## src/rtl/core/mbrp_pkg.sv

```systemverilog
// Shared types and constants for the monochrome bitmap row packer.
`timescale 1ns / 1ps

package mbrp_pkg;

  localparam int unsigned PixW     = 8;
  localparam int unsigned SumW     = 10;
  localparam int unsigned ColW     = 16;
  localparam int unsigned ByteW    = 8;
  localparam int unsigned ExtraW   = 2;

  localparam logic [SumW-1:0] WhiteSumMin = 10'd384;
  localparam logic [ColW-1:0] WidthReset  = 16'd720;

  typedef struct packed {
    logic [PixW-1:0] blue;
    logic [PixW-1:0] green;
    logic [PixW-1:0] red;
  } pixel_t;

  typedef struct packed {
    logic              load;
    logic [ByteW-1:0]  first_byte;
    logic [ExtraW-1:0] extra;
    logic              row_end;
  } burst_t;

  typedef struct packed {
    logic more;
  } out_stat_t;

endpackage

```

## src/rtl/core/mbrp_pixel_reg.sv

```systemverilog
// Input register holding one pixel transaction until the packer takes it.
`timescale 1ns / 1ps

module mbrp_pixel_reg import mbrp_pkg::*; (
  input  logic   clk_i,
  input  logic   rst_ni,
  input  logic   in_valid_i,
  output logic   in_ready_o,
  input  pixel_t in_pixel_i,
  output logic   pix_valid_o,
  input  logic   pix_take_i,
  output pixel_t pix_o
);

  logic   valid_q, valid_d;
  pixel_t pix_q;
  logic   load;

  assign in_ready_o = !valid_q || pix_take_i;
  assign load       = in_valid_i && in_ready_o;

  always_comb begin
    valid_d = valid_q;
    if (load) begin
      valid_d = 1'b1;
    end else if (pix_take_i) begin
      valid_d = 1'b0;
    end
  end

  always_ff @(posedge clk_i or negedge rst_ni) begin
    if (!rst_ni) begin
      valid_q <= 1'b0;
    end else begin
      valid_q <= valid_d;
    end
  end

  always_ff @(posedge clk_i) begin
    if (load) begin
      pix_q <= in_pixel_i;
    end
  end

  assign pix_valid_o = valid_q;
  assign pix_o       = pix_q;

endmodule

```

## src/rtl/core/mbrp_row_packer.sv

```systemverilog
// Threshold, bit shift, column count and row padding burst generation.
`timescale 1ns / 1ps

module mbrp_row_packer import mbrp_pkg::*; (
  input  logic             clk_i,
  input  logic             rst_ni,
  input  logic             cfg_we_i,
  input  logic [ColW-1:0]  cfg_wdata_i,
  input  logic             step_i,
  input  pixel_t           pix_i,
  output burst_t           burst_o
);

  logic [ColW-1:0]  width_q;
  logic [ByteW-1:0] shift_q, shift_d;
  logic [ColW-1:0]  count_q, count_d;

  logic [SumW-1:0]  sum;
  logic             pix_bit;
  logic [ByteW-1:0] shift_new;
  logic [ColW-1:0]  count_new;
  logic [2:0]       fill;
  logic [2:0]       pad_bits;
  logic [1:0]       word_pos;
  logic             row_end;

  assign sum       = SumW'(pix_i.red) + SumW'(pix_i.green) + SumW'(pix_i.blue);
  assign pix_bit   = (sum >= WhiteSumMin);
  assign shift_new = {shift_q[ByteW-2:0], pix_bit};
  assign count_new = count_q + ColW'(1);
  assign fill      = count_new[2:0];
  assign pad_bits  = 3'd0 - fill;
  assign word_pos  = count_new[4:3];
  assign row_end   = (count_new == width_q);

  always_comb begin
    burst_o.load       = step_i && (row_end || (fill == 3'd0));
    burst_o.row_end    = row_end;
    burst_o.first_byte = shift_new;
    burst_o.extra      = '0;
    if (row_end) begin
      if (fill == 3'd0) begin
        burst_o.extra = 2'd0 - word_pos;
      end else begin
        burst_o.first_byte = shift_new << pad_bits;
        burst_o.extra      = 2'd3 - word_pos;
      end
    end
    shift_d = shift_q;
    count_d = count_q;
    if (step_i) begin
      shift_d = row_end ? '0 : shift_new;
      count_d = row_end ? '0 : count_new;
    end
  end

  always_ff @(posedge clk_i or negedge rst_ni) begin
    if (!rst_ni) begin
      width_q <= WidthReset;
      shift_q <= '0;
      count_q <= '0;
    end else begin
      if (cfg_we_i) begin
        width_q <= cfg_wdata_i;
      end
      shift_q <= shift_d;
      count_q <= count_d;
    end
  end

endmodule

```

## src/rtl/core/mbrp_byte_out.sv

```systemverilog
// Output register that plays out a byte burst, padding bytes as zeros.
`timescale 1ns / 1ps

module mbrp_byte_out import mbrp_pkg::*; (
  input  logic             clk_i,
  input  logic             rst_ni,
  input  burst_t           burst_i,
  output logic             free_o,
  output out_stat_t        stat_o,
  output logic             out_valid_o,
  input  logic             out_ready_i,
  output logic [ByteW-1:0] out_byte_o,
  output logic             out_last_o
);

  logic              valid_q, valid_d;
  logic [ExtraW-1:0] extra_q, extra_d;
  logic              row_q, row_d;
  logic [ByteW-1:0]  byte_q, byte_d;
  logic              done;

  assign done   = valid_q && out_ready_i;
  assign free_o = !valid_q || (out_ready_i && (extra_q == '0));

  always_comb begin
    valid_d = valid_q;
    extra_d = extra_q;
    row_d   = row_q;
    byte_d  = byte_q;
    if (done && (extra_q != '0)) begin
      byte_d  = '0;
      extra_d = extra_q - ExtraW'(1);
    end else if (free_o) begin
      valid_d = burst_i.load;
      extra_d = burst_i.extra;
      row_d   = burst_i.row_end;
      byte_d  = burst_i.first_byte;
    end
  end

  always_ff @(posedge clk_i or negedge rst_ni) begin
    if (!rst_ni) begin
      valid_q <= 1'b0;
      extra_q <= '0;
      row_q   <= 1'b0;
    end else begin
      valid_q <= valid_d;
      extra_q <= extra_d;
      row_q   <= row_d;
    end
  end

  always_ff @(posedge clk_i) begin
    byte_q <= byte_d;
  end

  assign stat_o.more = extra_q != '0;
  assign out_valid_o = valid_q;
  assign out_byte_o  = byte_q;
  assign out_last_o  = row_q && (extra_q == '0);

endmodule

```

## src/rtl/core/mono_bitmap_row_packer_unit.sv

```systemverilog
// Top level of the monochrome 1 bpp bitmap row packer.
`timescale 1ns / 1ps

// Takes one RGB pixel per transaction and thresholds it (r+g+b >= 384 is white, bit 1),
// packing 8 pixels per output byte with the first pixel in bit 7. At the end of each row
// (cfg image_width pixels, reset 720, 0 means 65536) the row is zero padded to a 32-bit
// boundary and the last byte carries tlast. Sustained rate is one pixel per cycle while
// the output is ready; a row end emits up to 4 bytes through the single output byte
// register, so input stalls while the padding bytes drain.
module mono_bitmap_row_packer_unit import mbrp_pkg::*; (
  input  logic        clk_i,
  input  logic        rst_ni,
  input  logic        cfg_we_i,
  input  logic [15:0] cfg_wdata_i,
  input  logic        s_axis_tvalid_i,
  output logic        s_axis_tready_o,
  input  logic [23:0] s_axis_tdata_i,  // red [7:0], green [15:8], blue [23:16]
  output logic        m_axis_tvalid_o,
  input  logic        m_axis_tready_i,
  output logic [7:0]  m_axis_tdata_o,  // packed_byte [7:0]
  output logic        m_axis_tlast_o
);

  pixel_t    in_pix;
  pixel_t    pix;
  logic      pix_valid;
  logic      burst_free;
  logic      advance;
  burst_t    burst;
  out_stat_t out_stat;

  assign in_pix.red   = s_axis_tdata_i[7:0];
  assign in_pix.green = s_axis_tdata_i[15:8];
  assign in_pix.blue  = s_axis_tdata_i[23:16];
  assign advance      = pix_valid && burst_free;

  mbrp_pixel_reg u_pixel_reg (
    .clk_i       (clk_i),
    .rst_ni      (rst_ni),
    .in_valid_i  (s_axis_tvalid_i),
    .in_ready_o  (s_axis_tready_o),
    .in_pixel_i  (in_pix),
    .pix_valid_o (pix_valid),
    .pix_take_i  (advance),
    .pix_o       (pix)
  );

  mbrp_row_packer u_row_packer (
    .clk_i       (clk_i),
    .rst_ni      (rst_ni),
    .cfg_we_i    (cfg_we_i),
    .cfg_wdata_i (cfg_wdata_i),
    .step_i      (advance),
    .pix_i       (pix),
    .burst_o     (burst)
  );

  mbrp_byte_out u_byte_out (
    .clk_i       (clk_i),
    .rst_ni      (rst_ni),
    .burst_i     (burst),
    .free_o      (burst_free),
    .stat_o      (out_stat),
    .out_valid_o (m_axis_tvalid_o),
    .out_ready_i (m_axis_tready_i),
    .out_byte_o  (m_axis_tdata_o),
    .out_last_o  (m_axis_tlast_o)
  );

`ifndef NO_ASSERTIONS
  a_burst_needs_pixel: assert property (@(posedge clk_i) disable iff (!rst_ni)
    burst.load |-> advance)
    else $error("burst loaded without a pixel");

  a_stall_blocks_input: assert property (@(posedge clk_i) disable iff (!rst_ni)
    (pix_valid && m_axis_tvalid_o && !m_axis_tready_i) |-> !s_axis_tready_o)
    else $error("input accepted into a full pipeline");

  a_padding_zero: assert property (@(posedge clk_i) disable iff (!rst_ni)
    (m_axis_tvalid_o && m_axis_tready_i && out_stat.more)
      |=> (m_axis_tvalid_o && (m_axis_tdata_o == '0)))
    else $error("padding byte missing or nonzero");

  a_more_not_last: assert property (@(posedge clk_i) disable iff (!rst_ni)
    (m_axis_tvalid_o && out_stat.more) |-> !m_axis_tlast_o)
    else $error("row end flagged before padding done");
`endif

endmodule
```

## config.mk

```make
export PLATFORM = sky130hd
export DESIGN_NAME = mono_bitmap_row_packer_unit
export DESIGN_NICKNAME = d
export VERILOG_FILES = /design/src/rtl/core/mbrp_pkg.sv /design/src/rtl/core/mbrp_pixel_reg.sv /design/src/rtl/core/mbrp_row_packer.sv /design/src/rtl/core/mbrp_byte_out.sv /design/src/rtl/core/mono_bitmap_row_packer_unit.sv
export SDC_FILE = /design/constraint.sdc
export NUM_CORES = 1
export LEC_CHECK = 0
export BUFFER_PORTS_ARGS = -buffer_cell sky130_fd_sc_hd__buf_2
export CAP_MARGIN = 0
export CORE_AREA = 2 2 101 103
export DETAILED_ROUTE_END_ITERATION = 7
export DIE_AREA = 0 0 103 105
export PLACE_DENSITY = 0.67
export SYNTH_ARGS = -nofsm -noshare
export SYNTH_HDL_FRONTEND = slang
export SYNTH_SLANG_ARGS = --single-unit
```

## constraint.sdc

```tcl
create_clock -name clk_i -period 5.2 [get_ports clk_i]
set_input_delay 0.78 -clock clk_i [delete_from_list [all_inputs] [get_ports clk_i]]
set_output_delay 0.78 -clock clk_i [all_outputs]
set_load 0.1 [all_outputs]
```

==> results.py, run 1 <==
metrics = {
    "global_routing": {
        "grt_pass1_vias": 3435,
        "antenna_found_initial": 0,
        "globalRouteOverflowTotal": 0,
        "grt_max_degree": 45,
        "grt_pass1_wl_um": 16500,
        "grt_usage_pct": 19.2,
    },
    "clock_network": {
        "cts.sinks": 76,
        "post_cts_buffers": 0,
        "clockBufferDepth": 2,
        "cts_resized": 0,
        "clkLatencyLatePin_ns": 0.35,
        "clockRootBuffer": "clkbuf_8",
        "htreeDepth": 3,
        "hold_buffers": 0,
        "cts_tree": "done",
        "cts.clk_slew.worst_paths_ns": 0.08,
        "cts_buffers": 9,
    },
    "setup_path": {
        "cp.required_ns": 5.46,
        "endpoint_kind": "flop",
        "r2r_cells": 16,
        "path_class": "reg2reg",
        "cp_max_fo": 9,
        "cp-startpoint": "u_pixel_reg.pix_o[0]",
        "worstReg2RegEnd": "u_byte_out.out_byte_o[2]",
        "ff2ff_setup_slack_ns": 1.44,
        "cp-start-kind": "flop",
        "arrival_ns": 4.02,
        "crit_end": "u_byte_out.out_byte_o[2]",
        "worstReg2RegStart": "u_pixel_reg.pix_o[0]",
    },
    "timing": {
        "min_period_over_period_pct": 72.3,
        "setup_viol": 0,
        "finClkSkew_ns": 0.0161,
        "finalHoldViolations": 0,
        "setup_tns_ns": 0,
        "tightest_slew_ns": 1.09,
        "period_minus_slack_ns": 3.76,
        "fin_hold_ws_ns": 0.471,
        "rsz0062_at_grt": "false",
        "slew_violations": 0,
        "slew_headroom_pct": 27.7,
        "setup_ws_ns": 1.44,
        "timing.fmax_mhz": 266,
    },
    "yosys": {
        "async_flop_share_pct": 57.9,
        "syn_area_per_cell_um2": 10.1,
        "yosysWarnings": 0,
        "synth_area_leaders": "dfrtp_1 22%, edfxtp_1 16%, ha_1 5.8%",
        "synth_edf_count": 24,
        "synth_fp_nets": 516,
        "yosysSeqAreaShare_pct": 43.8,
        "ys_ff_latch": 76,
        "ys_types": 62,
        "synthCells": 448,
        "syn_area_um2": 4540,
        "yosysTopAreaCell": "dfrtp_1",
        "synth-main-ff-cell": "dfrtp_1",
        "yosysTopAreaCellShare_pct": 22.1,
    },
    "run_status": {
        "status": "completed",
    },
    "place": {
        "pre_cts_ws_ns": 1.48,
        "io_buffers": 55,
        "gp_congestion": 0.870,
        "dp_hpwl_um": 7190,
        "placedInstanceArea_um2": 4870,
    },
    "layout": {
        "fin_area_um2": 5040,
        "multiInputGateArea_um2": 2360,
        "nFillCells": 912,
        "drive_above_1_share_pct": 20.1,
        "final_common_cell": "buf_2",
        "layout.nets": 560,
        "most-common-layout-cells": "55 x buf_2, 40 x nand2_1, 40 x dfrtp_1",
        "seqCellArea_um2": 1990,
        "antennaDiodeCount": 0,
        "area_growth_pct": 11.0,
    },
    "route": {
        "dr.pass1.iters": 5,
        "via_per_inst": 5.61,
        "wl_per_cell_um": 15.6,
        "drc": 0,
        "drt_iter0_drc": 288,
        "drt-total-wl_um": 9850,
        "drtAntennaViolNets": 0,
        "via_count": 3533,
    },
    "worst_hold_path": {
        "hold_path.class": "reg2reg",
    },
    "power": {
        "p_leak_nw": 2.19,
        "power.density_nw_per_um2": 433,
        "vdd_drop_max_uv": 248,
    },
    "die": {
        "die_height_um": 105,
        "pin_count": 56,
        "die_area_um2": 10800,
        "initial_core_util_pct": 47.1,
        "rows": 36,
        "die_x_um": 103,
        "core_um2": 9640,
    },
    "flow_run": {
        "cap_violations": 0,
    },
}
how the worst min path moves through the flow:
stage / start / cells past startpoint / to
after floorplan: u_byte_out.row_q / 2 / u_byte_out.row_q
after global placement: u_byte_out.out_byte_o[3] / 2 / u_byte_out.out_byte_o[3]
after detailed placement: u_byte_out.out_byte_o[1] / 2 / u_byte_out.out_byte_o[1]
after CTS: u_byte_out.out_byte_o[1] / 2 / u_byte_out.out_byte_o[1]
after global routing: u_byte_out.out_byte_o[2] / 2 / u_byte_out.out_byte_o[2]
final: u_byte_out.out_byte_o[1] / 2 / u_byte_out.out_byte_o[1]
critical path: stages, from the launching register on:
cell and delay (ns):
edfxtp_1 0.34, ha_1 0.17, inv_1 0.05, fa_1 0.39, inv_1 0.07, a21o_1 0.17, a21oi_1 0.10, xnor2_1 0.22
ha_1 0.29, a21o_1 0.18, a21oi_1 0.16, o21ai_0 0.11, a21oi_1 0.23, o22ai_1 0.11, a22oi_1 0.64, a211oi_1 0.21
o31ai_1 0.23
per-layer routing:
layer	vias to the layer above	part of all wire [%]	track usage, %
li1	1731	-	-
met1	1694	47	26.4
met2	96	47	30.6
met3	12	5.3	4.08
met4	0	1.1	4.79
met5	-	0	0
cell families (layout without fill, tap and decap cells):
kind of cell,after synthesis,after routing,synth area share [%]
AND/OR/NAND/NOR,143,143,16.7
AO/OA/AOI/OAI,112,112,16.6
flip-flops,76,76,43.8
buffers and inverters,43,92,4.30
XOR/XNOR,32,32,6.17
adder cells (fa/ha/maj),23,23,6.67
multiplexers,19,19,5.71
sequential cells by signal (all words and copies together) (netlist names):
register                 flops
u_row_packer.count_q        16
u_byte_out.out_valid_o       1
u_byte_out.out_byte_o        8
u_byte_out.extra_q           2
u_pixel_reg.pix_o           24
u_pixel_reg.pix_valid_o      1
u_byte_out.row_q             1
u_row_packer.shift_q         7
u_row_packer.width_q        16
cell usage after synthesis (all sizes together), types with 3 or more instances:
library cell  count
nand4             5
nand2b            6
nor2b             3
nor4b             3
and3              9
mux2             15
dfstp             4
dfxtp             8
inv              20
a211oi            3
a21o             15
and2              8
or3               4
o21bai            3
xor2              8
nand2            40
mux4              4
o21ai            24
buf              10
edfxtp           24
nor2             23
dfrtp            40
a32oi             4
and4              5
o22ai             4
nand3            14
a22o              7
a31oi             6
o211ai            4
ha               21
nor3             12
o31ai            11
clkbuf           13
xnor2            24
nand4b            3
a21oi            19
stage by stage:
step	cells	util, %	power, mW
finish	630	52.3	2.18
global route	630	52.3	2.33
CTS	630	52.3	2.20
detailed placement	614	50.5	1.79
global placement	614	50.5	1.77
floorplan	448	-	1.59
final cells by class:
type                            instances  area share, %
Clock buffer                           11           2.81
Inverter                               20           1.49
Sequential cell                        76           39.4
Multi-Input combinational cell        329           46.8
Timing Repair Buffer                   56           5.61
Clock inverter                          5          0.571
Tap cell                              133           3.30
power breakdown:
part,switching (mW),internal (mW)
Clock,0.220,0.184
Combinational,0.607,0.324
Sequential,0.123,0.724
(Power assumes the default switching activity.)
==> run 2: changes to the inputs <==
==> constraint.sdc (replaced) <==
create_clock -name clk_i -period 3.6 [get_ports clk_i]
set_input_delay 0.54 -clock clk_i [delete_from_list [all_inputs] [get_ports clk_i]]
set_output_delay 0.54 -clock clk_i [all_outputs]
set_load 0.1 [all_outputs]
==> run 2 against run 1 <==
Effect of this change:
- sequential power increased by 42%
- total power up 46%
- final cell count grew 0.79%
- critical endpoint is now u_byte_out.out_byte_o[4]
- largest power group unchanged
==> results.py, run 2 (synthesized netlist as in run 1, its figures left out) <==
metrics = {
    "setup_path": {
        "cp-start-kind": "flop",
        "worstReg2RegStart": "u_pixel_reg.pix_o[1]",
        "endpoint_kind": "flop",
        "cp.required_ns": 3.87,
        "cp_max_fo": 9,
        "ff2ff_setup_slack_ns": 0.25,
        "path_class": "reg2reg",
        "arrival_ns": 3.61,
        "r2r_cells": 17,
        "worstReg2RegEnd": "u_byte_out.out_byte_o[4]",
    },
    "timing": {
        "min_period_over_period_pct": 93.0,
        "finalHoldViolations": 0,
        "slew_headroom_pct": 27.0,
        "tightest_slew_ns": 1.09,
        "rsz0062_at_grt": "false",
        "setup_viol": 0,
        "timing.fmax_mhz": 299,
        "setup_ws_ns": 0.254,
        "period_minus_slack_ns": 3.35,
        "fin_hold_ws_ns": 0.323,
        "setup_tns_ns": 0,
        "finClkSkew_ns": 0.0119,
        "slew_violations": 0,
    },
    "die": {
        "die_x_um": 103,
        "pin_count": 56,
        "die_area_um2": 10800,
        "initial_core_util_pct": 47.1,
        "core_um2": 9640,
        "rows": 36,
        "die_height_um": 105,
    },
    "route": {
        "drt-total-wl_um": 9870,
        "dr.pass1.iters": 5,
        "drt_iter0_drc": 221,
        "via_per_inst": 5.63,
        "drc": 0,
        "wl_per_cell_um": 15.5,
        "via_count": 3572,
        "drtAntennaViolNets": 0,
    },
    "layout": {
        "largest_register_ffs": 24,
        "drive_above_1_share_pct": 21.1,
        "layout.nets": 565,
        "final_common_cell": "buf_2",
        "area_growth_pct": 12.2,
        "instances_no_fill": 635,
        "antennaDiodeCount": 0,
        "most-common-layout-cells": "55 x buf_2, 40 x nand2_1, 40 x dfrtp_1",
    },
    "clock_network": {
        "cts.clk_slew.worst_paths_ns": 0.08,
        "clockBufferDepth": 2,
        "cts_buffers": 9,
        "cts.sinks": 76,
        "htreeDepth": 3,
        "clockRootBuffer": "clkbuf_8",
        "cts_tree": "done",
        "clkLatencyLatePin_ns": 0.37,
    },
    "global_routing": {
        "grt_usage_pct": 19.4,
        "grt_max_degree": 45,
        "grt_pass1_vias": 3340,
        "globalRouteOverflowTotal": 0,
        "antenna_found_initial": 0,
        "grt_pass1_wl_um": 16300,
    },
    "flow_run": {
        "cap_violations": 0,
    },
    "place": {
        "io_buffers": 55,
        "pre_cts_ws_ns": 0.109,
        "gp_congestion": 0.828,
        "dp_hpwl_um": 7070,
        "dp_cells": 619,
    },
    "power": {
        "total_power_mw": 3.20,
        "vdd_drop_max_uv": 426,
        "p_leak_nw": 2.21,
        "power.density_nw_per_um2": 627,
    },
    "worst_hold_path": {
        "hold_path.class": "in2async",
    },
    "run_status": {
        "status": "completed",
    },
}
[run 2: cell types whose count changed in the layout (fill, tap and decap cells not counted), sizes merged]
cell,change
buf,+5
clkbuf,+3
clkinv,-3
[run 2: how the worst max path moves through the flow]
| stage | start | endpoint | slack [ns] |
|---|---|---|---|
| 6_report | u_pixel_reg.pix_o[1] | u_byte_out.out_byte_o[4] | 0.25 |
| 5_1_grt | u_pixel_reg.pix_o[1] | u_byte_out.out_byte_o[4] | 0.004 |
| 4_1_cts | u_pixel_reg.pix_o[1] | u_byte_out.out_byte_o[4] | 0.09 |
| 3_5_place_dp | u_pixel_reg.pix_o[1] | u_byte_out.out_byte_o[4] | 0.11 |
| 3_3_place_gp | u_pixel_reg.pix_o[1] | u_byte_out.out_byte_o[4] | 0.24 |
| 2_1_floorplan | u_pixel_reg.pix_o[1] | u_byte_out.out_byte_o[6] | 0.44 |
[run 2: worst max-delay path: stages, from the launching register on]
cell and delay (ns):
edfxtp_1 0.40, ha_1 0.30, a21o_1 0.19, a21oi_2 0.19
o21bai_1 0.10, a21oi_2 0.19, o21bai_1 0.08, a21oi_1 0.17
xnor2_1 0.08, ha_1 0.31, nand4_1 0.11, o22ai_2 0.15
nand2b_1 0.07, o22ai_1 0.14, a22oi_1 0.09, buf_4 0.18
a41o_1 0.24, a211o_1 0.24
[run 2: per-layer routing]
metal | routed length, um | share of wire (%) | global-route usage (%)
met5 | 0 | 0 | 0
met4 | 153 | 1.6 | 5.92
met3 | 587 | 6.0 | 6.22
met2 | 4750 | 48 | 30.3
met1 | 4370 | 44 | 25.6
[run 2: area by class of cell]
| cell class | instances | area, um2 |
|---|---|---|
| repair buffers | 61 | 320 |
| multi-input cells | 329 | 2370 |
| clock buffers | 14 | 163 |
| inverters | 20 | 75.1 |
| clock inverters | 2 | 10.0 |
| fillers | 921 | 4550 |
| well taps | 133 | 166 |
| flip-flops and latches | 76 | 1990 |
[run 2: power breakdown]
group	internal, mW	leakage, nW	switching, mW
combinational	0.493	1.27	0.908
clock	0.287	0.0905	0.304
sequential	1.05	0.853	0.156
total	1.83	2.21	1.37
[run 2: stage by stage]
stage,cell area (um2),util (%)
after floorplan,4540,-
after global placement,4910,50.9
after detailed placement,4910,50.9
after CTS,5080,52.7
after global routing,5090,52.8
final,5090,52.8
[run 2: what timing repair did]
action	in CTS	in global routing
setup buffers	0	0
endpoints found under the setup margin	0	6
hold buffers	0	0
resized for setup	0	3
==> run 3: changes to the inputs <==
--- a/config.mk
+++ b/config.mk
@@ -7,9 +7,9 @@
 export LEC_CHECK = 0
 export BUFFER_PORTS_ARGS = -buffer_cell sky130_fd_sc_hd__buf_2
 export CAP_MARGIN = 0
-export CORE_AREA = 2 2 101 103
+export CORE_AREA = 3 3 102 104
 export DETAILED_ROUTE_END_ITERATION = 7
-export DIE_AREA = 0 0 103 105
+export DIE_AREA = 0 0 105 107
 export PLACE_DENSITY = 0.67
 export SYNTH_ARGS = -nofsm -noshare
 export SYNTH_HDL_FRONTEND = slang
==> run 3 against run 2 <==
Effect of this change:
- fmax is essentially flat
- flip-flop and latch count stayed put
- critical endpoint unchanged
- count of clock-buffer cells in the layout down 2
- critical path depth is the same
- sequential share of layout area fell by 0.72 points
- highest routed layer unchanged
- critical path type unchanged
- largest power group unchanged
==> results.py, run 3 (synthesized netlist as in run 1, its figures left out) <==
metrics = {
    "place": {
        "placedInstanceArea_um2": 4920,
        "pre_cts_ws_ns": 0.149,
        "dp_hpwl_um": 7240,
        "io_buffers": 55,
        "gp_congestion": 0.860,
    },
    "setup_path": {
        "slowest_stage": "edfxtp_1",
        "worstReg2RegEnd": "u_byte_out.out_byte_o[4]",
        "path_cells": "ha_1, a21o_1, a21oi_2, o21bai_1, a21oi_2, o21bai_1, a21oi_1, xnor2_1, ha_1, nand4_1, o22ai_2, nand2b_1, o22ai_1, a22oi_2, buf_6, a41o_1, a211o_1",
        "critPathBufInv": 1,
        "ff2ff_setup_slack_ns": 0.26,
        "slowest_delay_ns": 0.40,
        "endpoint_kind": "flop",
        "cp-start-kind": "flop",
        "r2r_cells": 17,
        "arrival_ns": 3.59,
        "path_class": "reg2reg",
        "cp_max_fo": 5,
        "worstReg2RegStart": "u_pixel_reg.pix_o[1]",
        "cp_top_family": "compound AO/OA/AOI/OAI gates",
        "cp.required_ns": 3.85,
    },
    "die": {
        "initial_core_util_pct": 47.1,
        "pin_count": 56,
        "die_x_um": 105,
        "die_area_um2": 11200,
        "rows": 36,
        "core_um2": 9640,
        "die_height_um": 107,
    },
    "timing": {
        "finalHoldViolations": 0,
        "min_period_over_period_pct": 92.9,
        "period_minus_slack_ns": 3.34,
        "setup_viol": 0,
        "fin_hold_ws_ns": 0.339,
        "tightest_slew_ns": 0.992,
        "slew_violations": 0,
        "timing.fmax_mhz": 299,
        "finClkSkew_ns": 0.0126,
        "setup_ws_ns": 0.255,
        "slew_headroom_pct": 33.9,
        "setup_tns_ns": 0,
    },
    "global_routing": {
        "grt_pass1_wl_um": 16600,
        "grt_usage_pct": 18.4,
        "grt_pass1_vias": 3494,
        "globalRouteOverflowTotal": 0,
        "antenna_found_initial": 0,
        "grt_max_degree": 45,
    },
    "layout": {
        "most-common-layout-cells": "55 x buf_2, 40 x nand2_1, 40 x dfrtp_1",
        "fin_area_um2": 5190,
        "layout.nets": 571,
        "drive_above_1_share_pct": 23.2,
        "antennaDiodeCount": 0,
        "largest_register_ffs": 24,
        "nFillCells": 890,
        "area_growth_pct": 14.3,
        "final_common_cell": "buf_2",
    },
    "run_status": {
        "status": "completed",
    },
    "route": {
        "dr.pass1.iters": 7,
        "drtAntennaViolNets": 0,
        "drt_iter0_drc": 167,
        "drt-total-wl_um": 9980,
        "wl_per_cell_um": 15.6,
        "drc": 0,
        "via_count": 3617,
        "via_per_inst": 5.64,
    },
    "clock_network": {
        "cts_buffers": 9,
        "htreeDepth": 3,
        "clockRootBuffer": "clkbuf_8",
        "cts.clk_slew.worst_paths_ns": 0.08,
        "clockBufferDepth": 2,
        "clkLatencyLatePin_ns": 0.36,
        "cts.sinks": 76,
        "cts_tree": "done",
    },
    "worst_hold_path": {
        "hold_path.class": "in2async",
    },
    "power": {
        "p_leak_nw": 2.25,
        "vdd_drop_max_uv": 443,
        "power.density_nw_per_um2": 638,
    },
    "flow_run": {
        "cap_violations": 0,
    },
}
==> run 3: metal layers <==
metal,vias up,track usage (%),part of all wire (%)
met1,1735,23.2,44
met2,109,30.5,49
met4,0,6.65,1.4
met3,14,5.06,5.7
li1,1759,-,-
met5,-,0,0
==> run 3: where the power goes <==
group | total, mW | internal (mW) | switching, mW
clock network | 0.653 | 0.339 | 0.314
logic | 1.45 | 0.525 | 0.929
registers | 1.20 | 1.05 | 0.156
total | 3.31 | 1.91 | 1.40
==> run 3: how the worst max path moves through the flow <==
stage	from	to	slack [ns]	cells after the start
floorplan	u_pixel_reg.pix_o[1]	u_byte_out.out_byte_o[6]	0.44	15
global placement	u_pixel_reg.pix_o[1]	u_byte_out.out_byte_o[4]	0.24	17
detailed placement	u_pixel_reg.pix_o[1]	u_byte_out.out_byte_o[4]	0.15	17
CTS	u_pixel_reg.pix_o[1]	u_byte_out.out_byte_o[4]	0.12	17
global route	u_pixel_reg.pix_o[1]	u_byte_out.out_byte_o[3]	-0.03	17
finish	u_pixel_reg.pix_o[1]	u_byte_out.out_byte_o[4]	0.26	17
==> run 3: per-stage QoR <==
stage	std cells	power, mW	utilization, %
final	641	3.31	53.8
after detailed placement	621	2.61	51.1
after global routing	641	3.52	53.8
after floorplan	448	2.30	-
after global placement	621	2.58	51.1
after CTS	637	3.28	53.1
==> run 3: worst register-to-register path: cells and delay by family (launching register included) <==
kind / cells / cell delay, ns
DFF: 1 / 0.40
AOI/OAI and AO/OA: 11 / 1.78
and+or+nand+nor: 2 / 0.20
buffers and inverters: 1 / 0.15
xor gates and xnor gates: 1 / 0.08
adders and majority gates: 2 / 0.63
==> run 3: layout make-up <==
cell class	instances	area [um2]	share of cell area [%]
multi-input cells	329	2390	46.1
flip-flops and latches	76	1990	38.3
repair buffers	67	373	7.19
well taps	133	166	3.21
clock buffers	12	145	2.80
inverters	20	75.1	1.45
clock inverters	4	48.8	0.940
==> run 3: timing repair <==
item | in CTS | in global routing
buffers inserted | 0 | 3
setup endpoints to repair | 0 | 7
hold buffers | 0 | 0
hold endpoints to repair | 0 | 0
resized for setup | 0 | 9
